--- src/rtl/ed2x_pkg.sv ---
`default_nettype none
package ed2x_pkg;

	localparam int MAX_WIDTH   = 128;
	localparam int MAX_HEIGHT  = 128;
	localparam int NUM_SLOTS   = 4;
	localparam int NUM_BANKS   = 4;
	localparam int BANK_DEPTH  = MAX_WIDTH / NUM_BANKS;
	localparam int PIX_W       = 8;
	localparam int POS_W       = 7;
	localparam int DIM_W       = 8;
	localparam int SLOT_W      = 2;
	localparam int BANK_W      = 2;
	localparam int ADDR_W      = $clog2(BANK_DEPTH);
	localparam int QUEUE_DEPTH = 4;
	localparam int QPTR_W      = 2;
	localparam int QCNT_W      = 3;

	localparam logic [DIM_W-1:0] DIM_MIN   = 8'd4;
	localparam logic [DIM_W-1:0] WIDTH_MAX = DIM_W'(MAX_WIDTH);
	localparam logic [DIM_W-1:0] HEIGHT_MAX = DIM_W'(MAX_HEIGHT);

	localparam logic [1:0] REG_ACTIVE_WIDTH  = 2'd0;
	localparam logic [1:0] REG_ACTIVE_HEIGHT = 2'd1;
	localparam logic [1:0] REG_TIE_THRESHOLD = 2'd2;

	typedef struct packed {
		logic [DIM_W-1:0] w;
		logic [DIM_W-1:0] h;
		logic [PIX_W-1:0] thresh;
	} frame_cfg_t;

	typedef struct packed {
		logic              en;
		logic [SLOT_W-1:0] slot;
		logic [POS_W-1:0]  col;
		logic [PIX_W-1:0]  data;
	} line_wr_t;

	typedef struct packed {
		logic [POS_W-1:0]  x;
		logic [POS_W-1:0]  y;
		logic [SLOT_W-1:0] base;
		logic              last;
		logic              done;
	} blk_req_t;

	// Catmull-Rom half pixel, limited to the span of the two middle taps
	function automatic logic [PIX_W-1:0] half_tap(input logic [PIX_W-1:0] p0,
			input logic [PIX_W-1:0] p1, input logic [PIX_W-1:0] p2,
			input logic [PIX_W-1:0] p3);
		logic [13:0] mid;
		logic [13:0] pos;
		logic [13:0] neg;
		logic signed [13:0] v;
		logic signed [9:0] q;
		logic [PIX_W-1:0] lo;
		logic [PIX_W-1:0] hi;
		mid = {6'd0, p1} + {6'd0, p2};
		pos = (mid << 3) + mid + 14'd8;
		neg = {6'd0, p0} + {6'd0, p3};
		v = $signed(pos - neg);
		q = 10'(v >>> 4);
		lo = (p1 < p2) ? p1 : p2;
		hi = (p1 < p2) ? p2 : p1;
		if (q < $signed({2'b00, lo}))
			half_tap = lo;
		else if (q > $signed({2'b00, hi}))
			half_tap = hi;
		else
			half_tap = q[PIX_W-1:0];
	endfunction

	function automatic logic [PIX_W-1:0] abs_diff(input logic [PIX_W-1:0] a,
			input logic [PIX_W-1:0] b);
		abs_diff = (a > b) ? a - b : b - a;
	endfunction

endpackage
`default_nettype wire

--- src/rtl/ed2x_queue.sv ---
`default_nettype none
module ed2x_queue (
	input  wire logic              clk,
	input  wire logic              arst_n,
	input  wire logic              push,
	input  ed2x_pkg::blk_req_t     din,
	output logic                   full,
	input  wire logic              pop,
	output ed2x_pkg::blk_req_t     dout,
	output logic                   empty
);
	import ed2x_pkg::*;

	blk_req_t            slot_q [QUEUE_DEPTH];
	logic [QPTR_W-1:0]   wr_ptr_q;
	logic [QPTR_W-1:0]   rd_ptr_q;
	logic [QCNT_W-1:0]   count_q;

	assign full  = (count_q == QCNT_W'(QUEUE_DEPTH));
	assign empty = (count_q == '0);
	assign dout  = slot_q[rd_ptr_q];

	always_ff @(posedge clk) begin
		if (push)
			slot_q[wr_ptr_q] <= din;
	end

	always_ff @(posedge clk or negedge arst_n) begin
		if (!arst_n) begin
			wr_ptr_q <= '0;
			rd_ptr_q <= '0;
			count_q  <= '0;
		end else begin
			if (push)
				wr_ptr_q <= wr_ptr_q + 1'b1;
			if (pop)
				rd_ptr_q <= rd_ptr_q + 1'b1;
			case ({push, pop})
				2'b10:   count_q <= count_q + 1'b1;
				2'b01:   count_q <= count_q - 1'b1;
				default: count_q <= count_q;
			endcase
		end
	end

endmodule
`default_nettype wire

--- config.mk ---
export PLATFORM = sky130hd
export DESIGN_NAME = ed2x_queue
export DESIGN_NICKNAME = d
export VERILOG_FILES = /design/src/rtl/ed2x_pkg.sv /design/src/rtl/ed2x_queue.sv
export SDC_FILE = /design/constraint.sdc
export NUM_CORES = 1
export LEC_CHECK = 0
export ABC_AREA = 1
export BUFFER_PORTS_ARGS = -buffer_cell sky130_fd_sc_hd__buf_2
export CAP_MARGIN = 5
export CORE_MARGIN = 2
export CORE_UTILIZATION = 62
export DETAILED_ROUTE_END_ITERATION = 16
export GPL_ROUTABILITY_DRIVEN = 0
export PLACE_DENSITY = 0.95
export SYNTH_ARGS = -nofsm -noshare
export SYNTH_HDL_FRONTEND = slang
export SYNTH_SLANG_ARGS = --single-unit
--- constraint.sdc ---
create_clock -name clk -period 3 [get_ports clk]
set_clock_uncertainty 0.2 [all_clocks]
set_input_delay 0 -clock clk [delete_from_list [all_inputs] [get_ports clk]]
set_output_delay 0 -clock clk [all_outputs]
set_load 0.05 [all_outputs]
==> impl_metrics.ini <==
[status]
status = finished clean

[finish]
finish.utilization_pct = 75.8
n_antenna_cell = 0
final_common_cell = edfxtp_1
final_cell_mix = edfxtp_1, inv_1, buf_2
area_growth_pct = 16.2
final_nets = 349
drive_above_1_share_pct = 39.9

[power_and_ir_drop]
power_density_nw_per_um2 = 1100
ir_drop_mv = 0.629
p_leak_nw = 1.78
total_power_mw = 4.66

[cts]
postCtsSetupBuffers = 0
clockBufferDepth = 2
htreeDepth = 3
path_clk_slew_ns = 0.08
cts_buffers = 9
cts_tree = done
post_cts_resized = 0
clkLatencyLatePin_ns = 0.34
cts_num_sinks = 79
cts_root_buffer = clkbuf_8

[global_route]
track_usage_pct = 22.8
grt_max_degree = 75
grt_overflow = 0
antenna_found_initial = 0
grt_pass1_vias = 2170
grt_pass1_wl_mm = 10.6

[sta]
worst_slew_pin_slew_ns = 1.06
slew_viol_final = 0
period_needed_ns = 2.33
hold_violations = 0
finalSetupViolations = 0
fmax_mhz = 430
max_slew_margin_pct = 29.3
rsz0062_at_grt = false
post-route-period-util_pct = 77.6
tns_ns = 0

[place]
io_buffers = 41
hpwl_mm = 3.62

[synth]
synth_area_um2 = 3640
yosysSeqAreaShare_pct = 64.3
synth_cell_types = 23
synthesis.nets = 286
syn_area_per_cell_um2 = 14.1
yosys_warnings = 0
synth_seq_cells = 79
postSynthCellCount = 258

[routing]
wire_per_inst_um = 16.7
ant_nets = 0
drc_errors = 0
drtIter0Drc = 181
wl_mm = 6.65
dr.pass1.iters = 4
num_vias = 2086
via_per_inst = 5.24

[job]
drv_cap = 0

[floorplan]
die_x_um = 80.6
core-area_um2 = 5570
io_pins = 42
die_h_um = 80.6
rows = 27
die-area_um2 = 6500
start_util_pct = 65.3

[critical_path]
cp.arrival_ns = 2.13
crit_required_ns = 2.80
start_kind = flop
path_max_fanout = 74
worstSetupEndpointType = output pin
path_class = reg -> out

[min_path]
hold_path.class = in -> reg
-- cell families after synthesis --
| family | Yosys count | synth area share [%] |
|---|---|---|
| AOI/OAI and AO/OA | 38 | 12.2 |
| adders and majority gates | 6 | 2.27 |
| and+or+nand+nor | 69 | 9.77 |
| buffers and inverters | 62 | 10.3 |
| xor gates and xnor gates | 4 | 1.17 |
| DFF | 79 | 64.3 |
-- path summary, 6_finish.rpt --
kind	startpoint	to	slack, ns	depth (start not counted)
setup / recovery	rd_ptr_q[0]	dout[16]	0.67	4
setup reg to reg	wr_ptr_q[0]	slot_q[2][4]	1.06	4
min in group asynchronous	arst_n	count_q[2]	0.43	3
hold reg to reg	wr_ptr_q[0]	wr_ptr_q[0]	0.35	1
max in group asynchronous	arst_n	rd_ptr_q[0]	1.88	3
hold / removal	din[12]	slot_q[0][12]	0.19	2
-- synthesized netlist by cell type, drive strengths merged --
library cell / count / area share (%)
nor3: 2 / 0.28
nand2: 65 / 9.2
ha: 5 / 1.7
xor2: 3 / 0.93
buf: 12 / 4.8
o21ai: 2 / 0.27
o211ai: 36 / 12
edfxtp: 72 / 59
xnor2: 1 / 0.24
fa: 1 / 0.55
dfrtp: 7 / 4.8
nand4: 1 / 0.17
nand3: 1 / 0.14
inv: 50 / 5.5
-- worst max-delay path, cell delays in order, from the launching register on --
cell      delay [ns]
dfrtp_4         1.10
nand2_1         0.19
o211ai_2        0.13
nand2_2         0.07
buf_2           0.22
-- per-layer routing --
layer | track usage, % | routed length (µm) | part of all wire [%] | vias to the layer above
li1 | - | - | - | 999
met1 | 27.8 | 2660 | 40 | 1012
met2 | 38.2 | 3530 | 53 | 63
met3 | 6.63 | 295 | 4.4 | 12
met4 | 9.32 | 156 | 2.3 | 0
met5 | 0 | 0 | 0 | -
-- sequential cells by signal, summed over array words and instances (netlist names) --
| signal | count |
|---|---|
| rd_ptr_q | 2 |
| slot_q | 72 |
| count_q | 3 |
| wr_ptr_q | 2 |
-- timing repair --
action | 4_1_cts | 5_1_grt
hold endpoints to repair | 86 | 0
hold buffers | 22 | 0
endpoints found under the setup margin | 0 | 0
-- through the flow --
| stage | cells | instance area [µm²] | setup WS, ns | hold WS (ns) |
|---|---|---|---|---|
| final | 398 | 4230 | 0.672 | 0.194 |
| after global routing | 398 | 4230 | 0.590 | 0.196 |
| after CTS | 398 | 4230 | 0.683 | 0.184 |
| after detailed placement | 360 | 3770 | 1.06 | -0.354 |
| after global placement | 360 | 3770 | 1.12 | -0.360 |
| after floorplan | 258 | 3640 | 1.30 | -0.496 |
-- power by group --
group	internal (mW)	switching, mW
logic	0.556	1.37
registers	1.46	0.356
clock network	0.551	0.370
-- area by class of cell --
class                   count  area [µm²]
multi-input cells         117         926
inverters                  50         200
well taps                  72        90.1
fillers                   321        1350
clock inverters             6         109
repair buffers             64         433
clock buffers              10         128
flip-flops and latches     79        2340
No activity file was read; power rests on OpenSTA's default activity.
