`src/rtl/ed2x_pkg.sv`:
```
`default_nettype none
package ed2x_pkg;

	localparam int MAX_WIDTH   = 128;
	localparam int MAX_HEIGHT  = 128;
	localparam int NUM_SLOTS   = 4;
	localparam int NUM_BANKS   = 4;
	localparam int BANK_DEPTH  = MAX_WIDTH / NUM_BANKS;
	localparam int PIX_W       = 8;
	localparam int POS_W       = 7;
	localparam int DIM_W       = 8;
	localparam int SLOT_W      = 2;
	localparam int BANK_W      = 2;
	localparam int ADDR_W      = $clog2(BANK_DEPTH);
	localparam int QUEUE_DEPTH = 4;
	localparam int QPTR_W      = 2;
	localparam int QCNT_W      = 3;

	localparam logic [DIM_W-1:0] DIM_MIN   = 8'd4;
	localparam logic [DIM_W-1:0] WIDTH_MAX = DIM_W'(MAX_WIDTH);
	localparam logic [DIM_W-1:0] HEIGHT_MAX = DIM_W'(MAX_HEIGHT);

	localparam logic [1:0] REG_ACTIVE_WIDTH  = 2'd0;
	localparam logic [1:0] REG_ACTIVE_HEIGHT = 2'd1;
	localparam logic [1:0] REG_TIE_THRESHOLD = 2'd2;

	typedef struct packed {
		logic [DIM_W-1:0] w;
		logic [DIM_W-1:0] h;
		logic [PIX_W-1:0] thresh;
	} frame_cfg_t;

	typedef struct packed {
		logic              en;
		logic [SLOT_W-1:0] slot;
		logic [POS_W-1:0]  col;
		logic [PIX_W-1:0]  data;
	} line_wr_t;

	typedef struct packed {
		logic [POS_W-1:0]  x;
		logic [POS_W-1:0]  y;
		logic [SLOT_W-1:0] base;
		logic              last;
		logic              done;
	} blk_req_t;

	// Catmull-Rom half pixel, limited to the span of the two middle taps
	function automatic logic [PIX_W-1:0] half_tap(input logic [PIX_W-1:0] p0,
			input logic [PIX_W-1:0] p1, input logic [PIX_W-1:0] p2,
			input logic [PIX_W-1:0] p3);
		logic [13:0] mid;
		logic [13:0] pos;
		logic [13:0] neg;
		logic signed [13:0] v;
		logic signed [9:0] q;
		logic [PIX_W-1:0] lo;
		logic [PIX_W-1:0] hi;
		mid = {6'd0, p1} + {6'd0, p2};
		pos = (mid << 3) + mid + 14'd8;
		neg = {6'd0, p0} + {6'd0, p3};
		v = $signed(pos - neg);
		q = 10'(v >>> 4);
		lo = (p1 < p2) ? p1 : p2;
		hi = (p1 < p2) ? p2 : p1;
		if (q < $signed({2'b00, lo}))
			half_tap = lo;
		else if (q > $signed({2'b00, hi}))
			half_tap = hi;
		else
			half_tap = q[PIX_W-1:0];
	endfunction

	function automatic logic [PIX_W-1:0] abs_diff(input logic [PIX_W-1:0] a,
			input logic [PIX_W-1:0] b);
		abs_diff = (a > b) ? a - b : b - a;
	endfunction

endpackage
`default_nettype wire

```
`src/rtl/ed2x_front.sv`:
```
`default_nettype none
module ed2x_front (
	input  wire logic                     clk,
	input  wire logic                     arst_n,
	input  ed2x_pkg::frame_cfg_t          cfg,
	input  wire logic                     in_valid,
	output logic                          in_stall,
	input  wire logic [7:0]               pixel,
	input  wire logic                     start_of_frame,
	output ed2x_pkg::line_wr_t            line_wr,
	output logic                          req_push,
	output ed2x_pkg::blk_req_t            req,
	input  wire logic                     req_full,
	input  wire logic                     req_empty
);
	import ed2x_pkg::*;

	logic [POS_W-1:0]  col_q;
	logic [POS_W-1:0]  row_q;
	logic [SLOT_W-1:0] slot_q;

	logic              job_valid_q;
	logic [POS_W-1:0]  job_c_q;
	logic [POS_W-1:0]  job_r_q;
	logic [SLOT_W-1:0] job_slot_q;
	logic              job_mcol_q;
	logic              job_mrow_q;
	logic [1:0]        job_i_q;
	logic [1:0]        job_j_q;

	logic              wrap_col;
	logic [POS_W-1:0]  c_arr;
	logic [DIM_W-1:0]  r_pre;
	logic [POS_W-1:0]  r_arr;
	logic [DIM_W-1:0]  c_inc;
	logic [DIM_W-1:0]  r_inc;
	logic [POS_W-1:0]  col_n;
	logic [POS_W-1:0]  row_n;
	logic              row_start;
	logic [SLOT_W-1:0] slot_n;
	logic              accept;
	logic              emit;
	logic              last_i;
	logic              last_j;
	logic              emit_last;
	logic              job_free;
	logic [DIM_W-1:0]  bx;
	logic [DIM_W-1:0]  by;

	// position of the arriving pixel, wrapped against the current frame size
	always_comb begin
		wrap_col = !start_of_frame && ({1'b0, col_q} >= cfg.w);
		c_arr = (start_of_frame || wrap_col) ? '0 : col_q;
		r_pre = start_of_frame ? '0 : {1'b0, row_q} + DIM_W'(wrap_col);
		r_arr = (r_pre >= cfg.h) ? '0 : r_pre[POS_W-1:0];
		row_start = (c_arr == '0);
		slot_n = row_start ? slot_q + 1'b1 : slot_q;
		c_inc = {1'b0, c_arr} + 1'b1;
		if (c_inc >= cfg.w) begin
			col_n = '0;
			r_inc = {1'b0, r_arr} + 1'b1;
		end else begin
			col_n = c_inc[POS_W-1:0];
			r_inc = {1'b0, r_arr};
		end
		row_n = (r_inc >= cfg.h) ? '0 : r_inc[POS_W-1:0];
	end

	assign emit      = job_valid_q && !req_full;
	assign last_j    = !job_mcol_q || (job_j_q == 2'd2);
	assign last_i    = !job_mrow_q || (job_i_q == 2'd2);
	assign emit_last = emit && last_i && last_j;
	assign job_free  = !job_valid_q || emit_last;

	// a new row overwrites the oldest slot: drain pending blocks first
	assign in_stall = !job_free || (row_start && (job_valid_q || !req_empty));
	assign accept   = in_valid && !in_stall;

	assign line_wr.en   = accept;
	assign line_wr.slot = slot_n;
	assign line_wr.col  = c_arr;
	assign line_wr.data = pixel;

	always_comb begin
		case (job_j_q)
			2'd0:    bx = {1'b0, job_c_q} - 8'd2;
			2'd1:    bx = cfg.w - 8'd2;
			default: bx = cfg.w - 8'd1;
		endcase
		case (job_i_q)
			2'd0:    by = {1'b0, job_r_q} - 8'd2;
			2'd1:    by = {1'b0, job_r_q} - 8'd1;
			default: by = {1'b0, job_r_q};
		endcase
		req.x    = bx[POS_W-1:0];
		req.y    = by[POS_W-1:0];
		req.base = job_slot_q + SLOT_W'(job_i_q) + 1'b1;
		req.last = last_i && last_j;
		req.done = (bx == cfg.w - 8'd1) && (by == cfg.h - 8'd1);
	end

	assign req_push = emit;

	always_ff @(posedge clk or negedge arst_n) begin
		if (!arst_n) begin
			col_q       <= '0;
			row_q       <= '0;
			slot_q      <= '0;
			job_valid_q <= 1'b0;
			job_i_q     <= '0;
			job_j_q     <= '0;
		end else begin
			if (accept) begin
				col_q  <= col_n;
				row_q  <= row_n;
				slot_q <= slot_n;
			end
			if (accept && r_arr >= POS_W'(2) && c_arr >= POS_W'(2)) begin
				job_valid_q <= 1'b1;
				job_i_q     <= '0;
				job_j_q     <= '0;
			end else if (emit_last) begin
				job_valid_q <= 1'b0;
			end else if (emit) begin
				if (last_j) begin
					job_j_q <= '0;
					job_i_q <= job_i_q + 1'b1;
				end else begin
					job_j_q <= job_j_q + 1'b1;
				end
			end
		end
	end

	always_ff @(posedge clk) begin
		if (accept) begin
			job_c_q    <= c_arr;
			job_r_q    <= r_arr;
			job_slot_q <= slot_n;
			job_mcol_q <= ({1'b0, c_arr} == cfg.w - 8'd1);
			job_mrow_q <= ({1'b0, r_arr} == cfg.h - 8'd1);
		end
	end

endmodule
`default_nettype wire

```
`config.mk`:
```
export PLATFORM = sky130hd
export DESIGN_NAME = ed2x_front
export DESIGN_NICKNAME = d
export VERILOG_FILES = /design/src/rtl/ed2x_pkg.sv /design/src/rtl/ed2x_front.sv
export SDC_FILE = /design/constraint.sdc
export NUM_CORES = 1
export LEC_CHECK = 0
export ABC_AREA = 1
export BUFFER_PORTS_ARGS = -buffer_cell sky130_fd_sc_hd__buf_2
export CAP_MARGIN = 20
export CORE_ASPECT_RATIO = 1.2
export CORE_MARGIN = 5
export CORE_UTILIZATION = 25
export CTS_BUF_LIST = sky130_fd_sc_hd__clkbuf_16
export CTS_CLUSTER_SIZE = 16
export DETAILED_ROUTE_END_ITERATION = 7
export HOLD_SLACK_MARGIN = 0.15
export PLACE_DENSITY = 0.42
export SLEW_MARGIN = 30
export SYNTH_ARGS = -nofsm -noshare
export SYNTH_HDL_FRONTEND = slang
export SYNTH_SLANG_ARGS = --single-unit
export TNS_END_PERCENT = 1
```
`constraint.sdc`:
```
create_clock -name clk -period 10.2 [get_ports clk]
set_input_delay 1.53 -clock clk [delete_from_list [all_inputs] [get_ports clk]]
set_output_delay 1.53 -clock clk [all_outputs]
set_load 0.05 [all_outputs]
```
==> results.ini, run 1 <==
[route]
first_pass_iters = 4
postRouteAntennaNets = 0
wl_um = 12300
dr_wl_met3_um = 278
wl_met2_um = 6230
top_layer = met4
viasPerCell = 4.51
drt-initial-drc-count = 159
wl_per_cell_um = 14.6
num_vias = 3800
drc = 0
wl_met1_um = 5580

[final_layout]
drive_gt1_share_pct = 15.8
antennaDiodeCount = 0
fill_cells = 1848
final_cell_area_sq_um = 4880
multi_input_area_sq_um = 2670
post-route-util_pct = 29.1
seqCellArea_sq_um = 1070
fin_cells = 843
area.growth.synth_to_final_pct = 14.6
fin_nets = 714

[synthesis]
synthXorXnorAreaFrac_pct = 8.40
ys_warn_count = 0
synth_edf_count = 18
yosys-top-cells-area = ha_1, edfxtp_1, dfrtp_1
synth_top_area_share_pct = 14.7
ys_ff_latch = 39
synth_compound_area_share_pct = 12.3
synthMuxAreaShare_pct = 0
synthFlopType = dfrtp_1
yosys.area_share.adder_pct = 14.7
yosys-top-cells-count = nand2_1, inv_1, ha_1, nor2_1, xor2_1
synthesis.nets = 669
synth_most_common_cell = nand2_1
synth_largest_area_cell = ha_1
syn_area_sq_um = 4260
postSynthCellCount = 581
synth_cell_types = 49
avgSynthCellArea_sq_um = 7.33
ys_seq_area_share_pct = 25.0
async_reset_ff_share_pct = 53.8
yosys.area_share.simple_pct = 27.3
synth_top_family_by_area = simple AND/OR/NAND/NOR gates

[setup_path]
rr_worst_depth = 33
start_kind = primary input
critPathMaxStageDelay_ps = 370
cp_top_family = simple AND/OR/NAND/NOR gates
worst_ep_required_time_ps = 10370
endpoint_kind = flip-flop
reg2reg_to = row_q[5]
arrival_ps = 6730
critPathKind = in2reg
worstReg2RegStart = col_q[5]
crit_buf_inv = 7
cp_max_fo = 5
rrSetupSlack_ps = 4650
slowest_stage = nor3_1

[timing]
period_share_pct = 64.3
relSlewSlack_pct = 59.6
setup_tns_ps = 0
slew_viol_final = 0
rsz0062_at_grt = false
fmax_mhz = 152
worst_slew_pin_slew_ps = 600
period_needed_ps = 6560
final-hold-violation-count = 0
finalSetupViolCount = 0
fin_skew_ps = 4.24

[clocking]
post_cts_resized = 0
cts-root-buf = clkbuf_16
clockBufferDepth = 2
tritoncts = yes
hold_buffers = 0
clkLatencyLatePin_ps = 290
cts_sinks = 39
postCtsSetupRepairBufs = 0
numCtsBuffers = 5
clk_pin_slew_ps = 60
cts_max_level = 2

[status]
status = completed

[worst_hold_path]
hold_class = reg2reg
hold_depth = 2
hold_start = slot_q[1]
min_to = slot_q[1]

[place]
place_area_sq_um = 4690
place_congestion = 0.842
portBuffers = 51
placed_cells = 835
hpwl_um = 10400

[global_route]
grt_overflow = 0
grt_pass1_wl_um = 19900
antenna_found_initial = 0
grt_pass1_vias = 3906
grt_max_degree = 37
grt.total_usage_pct = 12.7

[floorplan]
die_h_um = 153
initial_core_util_pct = 25.4
core-area_sq_um = 16800
num_io_pins = 76
die_x_um = 129
rows = 52
dieArea_sq_um = 19800

[pwr]
powerDensity_nw_per_um2 = 250
ir_drop_uv = 146
leakage_uw = 0.00251
power.total_uw = 1220

[run]
max_cap_violations = 0

## cell families after synthesis
logic type / after synthesis
AND/OR/NAND/NOR: 241
adder cells (fa/ha/maj): 50
flip-flops: 39
buffers and inverters: 125
XOR/XNOR: 40
AO/OA/AOI/OAI: 86
## state kept, by name, indices dropped and copies added (netlist names)
signal and flops:
col_q 7, job_c_q 7, job_r_q 7, row_q 7
job_i_q 2, job_j_q 2, job_slot_q 2, slot_q 2
job_mcol_q 1, job_mrow_q 1, job_valid_q 1
## per-stage QoR
step                worst slack, ps  hold WS [ps]
floorplan                      3860           465
global placement               3280           484
detailed placement             3240           487
CTS                            3530           506
global route                   3180           533
finish                         3640           508
## metal layers
| layer | GRT usage [%] | vias up |
|---|---|---|
| li1 | - | 1997 |
| met1 | 15.5 | 1754 |
| met2 | 22.9 | 39 |
| met3 | 1.71 | 10 |
| met4 | 3.50 | 0 |
| met5 | 0 | - |
## worst min-delay path, cell delays in order, from the launching register on
cell,delay (ps)
dfrtp_1,370
nand2_1,60
nand2_1,50
## cells in the final DEF (no fill, tap or decap), drive strengths merged, types with 21 or more instances in the layout
cell / synthesis / layout
o21ai: 37 / 37
nor2: 55 / 55
buf: 12 / 51
xor2: 36 / 36
ha: 50 / 50
nand3: 31 / 31
inv: 112 / 112
dfrtp: 21 / 21
nand2: 121 / 121
## worst max-delay path by stage
stage / startpoint / endpoint / depth (start not counted) / slack (ps)
finish: cfg[21] / row_q[5] / 35 / 3640
global route: cfg[19] / row_q[3] / 41 / 3180
CTS: cfg[21] / row_q[5] / 35 / 3530
detailed placement: cfg[21] / row_q[5] / 35 / 3240
global placement: cfg[21] / row_q[5] / 35 / 3280
floorplan: cfg[17] / row_q[0] / 33 / 3860
## layout make-up
type,count,share of cell area (%)
Multi-Input combinational cell,417,54.7
Sequential cell,39,21.8
Inverter,112,8.76
Tap cell,216,5.54
Timing Repair Buffer,51,5.23
Clock buffer,5,2.56
Clock inverter,3,1.38
## power by group
part / internal [uW] / switching [uW] / total, uW / leakage, uW
clock: 140 / 68.5 / 209 / 0.0000900
combinational: 192 / 593 / 786 / 0.00196
sequential: 206 / 20.0 / 226 / 0.000461
total: 539 / 682 / 1220 / 0.00251
(Power assumes the default switching activity.)
==> run 2, diff against run 1 <==
--- a/config.mk
+++ b/config.mk
@@ -15,7 +15,7 @@
 export CTS_CLUSTER_SIZE = 16
 export DETAILED_ROUTE_END_ITERATION = 7
 export HOLD_SLACK_MARGIN = 0.15
-export PLACE_DENSITY = 0.42
+export PLACE_DENSITY = 0.43
 export SLEW_MARGIN = 30
 export SYNTH_ARGS = -nofsm -noshare
 export SYNTH_HDL_FRONTEND = slang
==> constraint.sdc (replaced) <==
create_clock -name clk -period 5.51 [get_ports clk]
set_input_delay 0.8265 -clock clk [delete_from_list [all_inputs] [get_ports clk]]
set_output_delay 0.8265 -clock clk [all_outputs]
set_load 0.05 [all_outputs]
==> results.ini, run 2 (synthesis results as in run 1) <==
[setup_path]
worstSetupStartpoint = cfg[21]  ; unchanged
path_depth = 32  ; was 35
cp_top_family = simple AND/OR/NAND/NOR gates  ; unchanged
worst_ep_required_time_ps = 5680  ; was 10370 ps
rr_worst_depth = 30  ; was 33
arrival_ps = 5230  ; was 6730 ps
start_kind = primary input  ; unchanged
cp-endpoint = row_q[5]  ; unchanged
rrSetupSlack_ps = 690  ; was 4650 ps
critPathKind = in2reg  ; unchanged
crit_buf_inv = 9  ; was 7
endpoint_kind = flip-flop  ; unchanged
cp_max_fo = 5  ; unchanged
reg2reg_to = row_q[5]  ; unchanged
worstReg2RegStart = col_q[5]  ; unchanged
crit_top_cell = inv_1
critPathMaxStageDelay_ps = 300  ; was 370 ps
slowest_stage = ha_1  ; was nor3_1

[final_layout]
final_cell_mix = nand2_1, inv_1, buf_4  ; was nand2_1, inv_1, buf_2
antennaDiodeCount = 0  ; unchanged
multi_input_area_sq_um = 2760  ; was 2670 sq um
post-route-util_pct = 32.6  ; was 29.1%
drive_gt1_share_pct = 26.7  ; was 15.8%
mostFrequentLayoutCell = nand2_1  ; unchanged
fill_cells = 1804  ; was 1848
fin_nets = 783  ; was 714
area.growth.synth_to_final_pct = 28.3  ; was 14.6%
seqCellArea_sq_um = 1070  ; unchanged

[clocking]
clockBufferDepth = 2  ; unchanged
clkLatencyLatePin_ps = 290  ; about the same
hold_buffers = 0  ; unchanged
numCtsBuffers = 5  ; unchanged
tritoncts = yes  ; unchanged
cts_sinks = 39  ; unchanged
cts_max_level = 2  ; unchanged
clk_pin_slew_ps = 60  ; about the same
cts-root-buf = clkbuf_16  ; unchanged

[timing]
period_needed_ps = 5060
relSlewSlack_pct = 55.9  ; was 59.6%
period_share_pct = 91.9
rsz0062_at_grt = false  ; unchanged
final-hold-violation-count = 0  ; unchanged
hold-worst-slack_ps = 506  ; was 508 ps
setup_tns_ps = 0  ; unchanged
worst_slew_pin_slew_ps = 655  ; was 600 ps
finalSetupViolCount = 0  ; unchanged
slew_viol_final = 0  ; unchanged
fin_skew_ps = 4.81  ; was 4.24 ps
fmax_mhz = 198

[global_route]
use_met3_pct = 1.61  ; was 1.71%
grt_pass1_vias = 4310  ; was 3906
grt_pass1_wl_um = 20800  ; was 19900 um
grt_util_met1_pct = 15.3  ; was 15.5%
grt.total_usage_pct = 13.2  ; was 12.7%
grt_overflow = 0  ; unchanged
grt_max_degree = 37  ; unchanged
antenna_found_initial = 0  ; unchanged
grt-busiest-layer = met2  ; unchanged
gr-usage-met2_pct = 24.5  ; was 22.9%

[pwr]
power.total_uw = 2240  ; was 1220 uW
leakage_uw = 0.00285  ; was 0.00251 uW
powerDensity_nw_per_um2 = 409  ; was 250 nW/um^2
ir_drop_uv = 230  ; was 146 uV

[route]
drc = 0  ; unchanged
wl_per_cell_um = 14.0  ; was 14.6 um
first_pass_iters = 4  ; unchanged
wl_um = 12800  ; was 12300 um
viasPerCell = 4.54  ; was 4.51
drt-initial-drc-count = 133  ; was 159
postRouteAntennaNets = 0  ; unchanged
num_vias = 4137  ; was 3800

[place]
hpwl_um = 10900  ; was 10400 um
portBuffers = 51  ; unchanged
place_congestion = 0.829  ; was 0.842

[floorplan]
rows = 52  ; unchanged
dieArea_sq_um = 19800  ; unchanged
initial_core_util_pct = 25.4  ; unchanged
die_h_um = 153  ; unchanged
die_x_um = 129  ; unchanged
core-area_sq_um = 16800  ; unchanged
num_io_pins = 76  ; unchanged

[status]
status = completed  ; unchanged

[run]
max_cap_violations = 0  ; unchanged

[worst_hold_path]
hold_class = in2async  ; was reg2reg

-- run 2: timing repair --
item / 4_1_cts / 5_1_grt
endpoints found under the setup margin: 0 / 7
buffers inserted: 0 / 6
resized for setup: 0 / 24
-- run 2: layout make-up --
type / instances / area share [%]
clock buffer: 5 / 2.29
clock inverter: 3 / 0.710
inverter: 112 / 7.83
multi-input combinational: 417 / 50.6
sequential: 39 / 19.5
tap: 216 / 4.95
timing repair buffer: 120 / 14.2
-- run 2: power breakdown --
| group | total (uW) | internal (uW) | leakage, uW | switching [uW] |
|---|---|---|---|---|
| Sequential | 418 | 381 | 0.000461 | 37.0 |
| Combinational | 1490 | 384 | 0.00230 | 1100 |
| Clock | 329 | 211 | 0.0000812 | 118 |
| Total | 2240 | 977 | 0.00285 | 1260 |
-- run 2: metrics by stage --
step / std cells / cell area, sq um / worst slack (ps)
after global routing: 912 / 5460 / 3.23
after global placement: 898 / 5160 / -105
final: 912 / 5460 / 448
after floorplan: 581 / 4260 / 161
after detailed placement: 898 / 5160 / -199
after CTS: 906 / 5330 / 91.3
-- run 2: per-layer routing --
metal,share of wire [%],up-vias
met5,0,-
met4,2.3,0
met3,3.1,14
met2,52,74
met1,43,1918
li1,-,2131
-- run 2: worst min-delay path by stage --
stage                          from   endpoint  slack (ps)  cells past startpoint
after floorplan            row_q[0]   row_q[0]         470                      2
after global placement    slot_q[1]  slot_q[1]         480                      2
after detailed placement  slot_q[1]  slot_q[1]         490                      2
after CTS                  row_q[0]   row_q[0]         510                      2
after global routing         arst_n   col_q[5]         550                      1
final                        arst_n   col_q[5]         510                      1
==> run 3, diff against run 2 <==
--- a/config.mk
+++ b/config.mk
@@ -5,7 +5,6 @@
 export SDC_FILE = /design/constraint.sdc
 export NUM_CORES = 1
 export LEC_CHECK = 0
-export ABC_AREA = 1
 export BUFFER_PORTS_ARGS = -buffer_cell sky130_fd_sc_hd__buf_2
 export CAP_MARGIN = 20
 export CORE_ASPECT_RATIO = 1.2
==> constraint.sdc (replaced) <==
create_clock -name clk -period 4.15 [get_ports clk]
set_input_delay 0.6225 -clock clk [delete_from_list [all_inputs] [get_ports clk]]
set_output_delay 0.6225 -clock clk [all_outputs]
set_load 0.05 [all_outputs]
==> results.ini, run 3 <==
[pwr]
leakage_uw = 0.00284  ; was 0.00285 uW
switching_share_pct = 45.8  ; was 56.3%
p_seq_share_pct = 24.8  ; was 18.7%
p_int_uw = 1140  ; was 977 uW
clkPwrFrac_pct = 21.3  ; was 14.7%
powerDensity_nw_per_um2 = 343  ; was 409 nW/um^2
power.switching_uw = 965  ; was 1260 uW
share_comb_of_total_power_pct = 53.9  ; was 66.6%
ir_drop_uv = 159  ; was 230 uV

[clocking]
clockBufferDepth = 2  ; unchanged
tritoncts = yes  ; unchanged
clkLatencyLatePin_ps = 290  ; about the same
cts_sinks = 39  ; unchanged
cts-root-buf = clkbuf_16  ; unchanged
hold_buffers = 0  ; unchanged
numCtsBuffers = 5  ; unchanged
cts_max_level = 2  ; unchanged
clk_pin_slew_ps = 60  ; about the same

[route]
wl_per_cell_um = 16.0  ; was 14.0 um
drc = 0  ; unchanged
wl_um = 14600  ; was 12800 um
num_vias = 4402  ; was 4137
drt-initial-drc-count = 205  ; was 133
first_pass_iters = 4  ; unchanged
postRouteAntennaNets = 0  ; unchanged
viasPerCell = 4.84  ; was 4.54

[final_layout]
fin_nets = 777  ; was 783
mostFrequentLayoutCell = buf_4  ; was nand2_1
drive_gt1_share_pct = 32.3  ; was 26.7%
fill_cells = 1880  ; was 1804
area.growth.synth_to_final_pct = 37.8  ; was 28.3%
final_cell_mix = buf_4, inv_1, buf_2  ; was nand2_1, inv_1, buf_4
antennaDiodeCount = 0  ; unchanged
final_cell_area_sq_um = 6150  ; was 5460 sq um
post-route-util_pct = 35.1  ; was 32.6%

[synthesis]
yosys-top-cells-area = ha_1, edfxtp_1, dfrtp_1  ; unchanged
synthesis.nets = 636  ; was 669
synth_top_area_share_pct = 14.0  ; was 14.7%
ys_ff_latch = 39  ; unchanged
synth_largest_area_cell = ha_1  ; unchanged
ys_warn_count = 0  ; unchanged
synth_edf_count = 18  ; unchanged
postSynthCellCount = 548  ; was 581
yosys.area_share.adder_pct = 14.5  ; was 14.7%
synthXorXnorAreaFrac_pct = 11.8  ; was 8.40%
ys_seq_area_share_pct = 23.9  ; was 25.0%
synth_compound_area_share_pct = 18.1  ; was 12.3%
avgSynthCellArea_sq_um = 8.14  ; was 7.33 sq um
yosys-top-cells-count = inv_1, ha_1, nor2_1, xnor2_1, nand2_1  ; was nand2_1, inv_1, ha_1, nor2_1, xor2_1
async_reset_ff_share_pct = 53.8  ; unchanged
synthFlopType = dfrtp_1  ; unchanged
syn_area_sq_um = 4460  ; was 4260 sq um
yosys.area_share.simple_pct = 20.2  ; was 27.3%
synthMuxAreaShare_pct = 3.03  ; was 0%
synth_cell_types = 65  ; was 49
synth_most_common_cell = inv_1  ; was nand2_1
synth_top_family_by_area = simple AND/OR/NAND/NOR gates  ; unchanged

[floorplan]
dieArea_sq_um = 20600  ; was 19800 sq um
rows = 53  ; was 52
die_h_um = 156  ; was 153 um
num_io_pins = 76  ; unchanged
initial_core_util_pct = 25.5  ; was 25.4%
die_x_um = 132  ; was 129 um
core-area_sq_um = 17500  ; was 16800 sq um

[setup_path]
start_kind = primary input  ; unchanged
worst_ep_required_time_ps = 4310  ; was 5680 ps
cp_max_fo = 5  ; unchanged
endpoint_kind = flip-flop  ; unchanged
slowest_stage = or4b_4  ; was ha_1
critPathKind = in2reg  ; unchanged
crit_top_cell = ha_4  ; was inv_1
critPathMaxStageDelay_ps = 520  ; was 300 ps
arrival_ps = 5780  ; was 5230 ps

[timing]
fin_skew_ps = 7.88  ; was 4.81 ps
slew_viol_final = 0  ; unchanged
rsz0062_at_grt = true  ; was false
period_share_pct = 136
layout_setup_ws_ps = -1470  ; was 448 ps
period_needed_ps = 5620
relSlewSlack_pct = 59.5  ; was 55.9%
worst_slew_pin_slew_ps = 604  ; was 655 ps
fmax_mhz = 178
final-hold-violation-count = 0  ; unchanged
setup_tns_ps = -11620  ; was 0 ps
finalSetupViolCount = 14  ; was 0

[global_route]
antenna_found_initial = 0  ; unchanged
grt.total_usage_pct = 14.0  ; was 13.2%
grt_pass1_vias = 4590  ; was 4310
grt_max_degree = 29  ; was 37
grt_pass1_wl_um = 23600  ; was 20800 um
grt_overflow = 0  ; unchanged

[place]
portBuffers = 51  ; unchanged
place_congestion = 0.877  ; was 0.829
place_area_sq_um = 5810  ; was 5160 sq um
hpwl_um = 12200  ; was 10900 um

[worst_hold_path]
hold_class = in2async  ; unchanged

[status]
status = finished with violations  ; was completed
failed_checks = setup timing

[run]
max_cap_violations = 0  ; unchanged

run 3: cell count changes after synthesis, moves of 12 or more:
cell	previous run	this run
nand4_1	19	7
clkbuf_1	0	12
inv_1	106	57
xnor2_1	4	43
nand2_1	116	38
xor2_1	35	17
run 3: routing by layer:
metal	global-route usage, %	share of wire, %
met1	17.0	44
met2	25.6	51
met3	2.06	3.2
met4	3.77	1.8
met5	0	0
run 3: through the flow:
step | cells | hold WS (ps) | setup WS (ps) | total power [uW]
final | 910 | 328 | -1470 | 2110
after floorplan | 548 | 327 | -1780 | 1310
after global placement | 900 | 477 | -1860 | 1640
after global routing | 910 | 353 | -1780 | 2240
after CTS | 910 | 339 | -1520 | 2130
after detailed placement | 900 | 485 | -1950 | 1650
run 3: cell families (layout without fill, tap and decap cells):
kind of cell,after synthesis,in the layout
buffers and inverters,86,228
adders and majority gates,52,52
AOI/OAI and AO/OA,120,120
and+or+nand+nor,178,178
xor gates and xnor gates,60,60
muxes,13,13
DFF,39,39
run 3: final timing paths:
kind | cells past startpoint | slack (ps) | endpoint | startpoint
setup / recovery | 31 | -1470 | row_q[2] | cfg[21]
hold / removal | 1 | 330 | job_i_q[0] | arst_n
setup reg to reg | 29 | -1450 | row_q[2] | col_q[5]
hold reg to reg | 1 | 490 | slot_q[1] | slot_q[1]
max in group asynchronous | 1 | 3430 | row_q[1] | arst_n
min in group clk | 1 | 490 | slot_q[1] | slot_q[1]
run 3: cell type report:
type,count,area (sq um),area share (%)
Timing Repair Buffer,163,1130,18.3
Inverter,57,224,3.64
Multi-Input combinational cell,423,3290,53.5
Clock buffer,5,125,2.04
Clock inverter,3,43.8,0.713
Tap cell,220,275,4.48
Sequential cell,39,1070,17.3
run 3: power by group through the flow:
stage                     Sequential (uW)  Combinational [uW]  Clock [uW]
final                                 522                1140         448
after global routing                  530                1230         478
after CTS                             523                1140         467
after detailed placement              530                1120           0
after global placement                527                1120           0
after floorplan                       517                 796           0
run 3: critical path: cells and delay by family:
| family | cells | cell delay (ps) |
|---|---|---|
| AOI/OAI and AO/OA | 9 | 1340 |
| adders and majority gates | 7 | 1600 |
| buffers and inverters | 5 | 470 |
| and+or+nand+nor | 8 | 1380 |
| xor gates and xnor gates | 2 | 360 |
run 3: timing repair:
item                                   4_1_cts  5_1_grt
endpoints found under the hold margin        0        0
resized for setup                           28        7
setup buffers                                2        0
pin swaps                                   19       12
setup endpoints to repair                   14       16
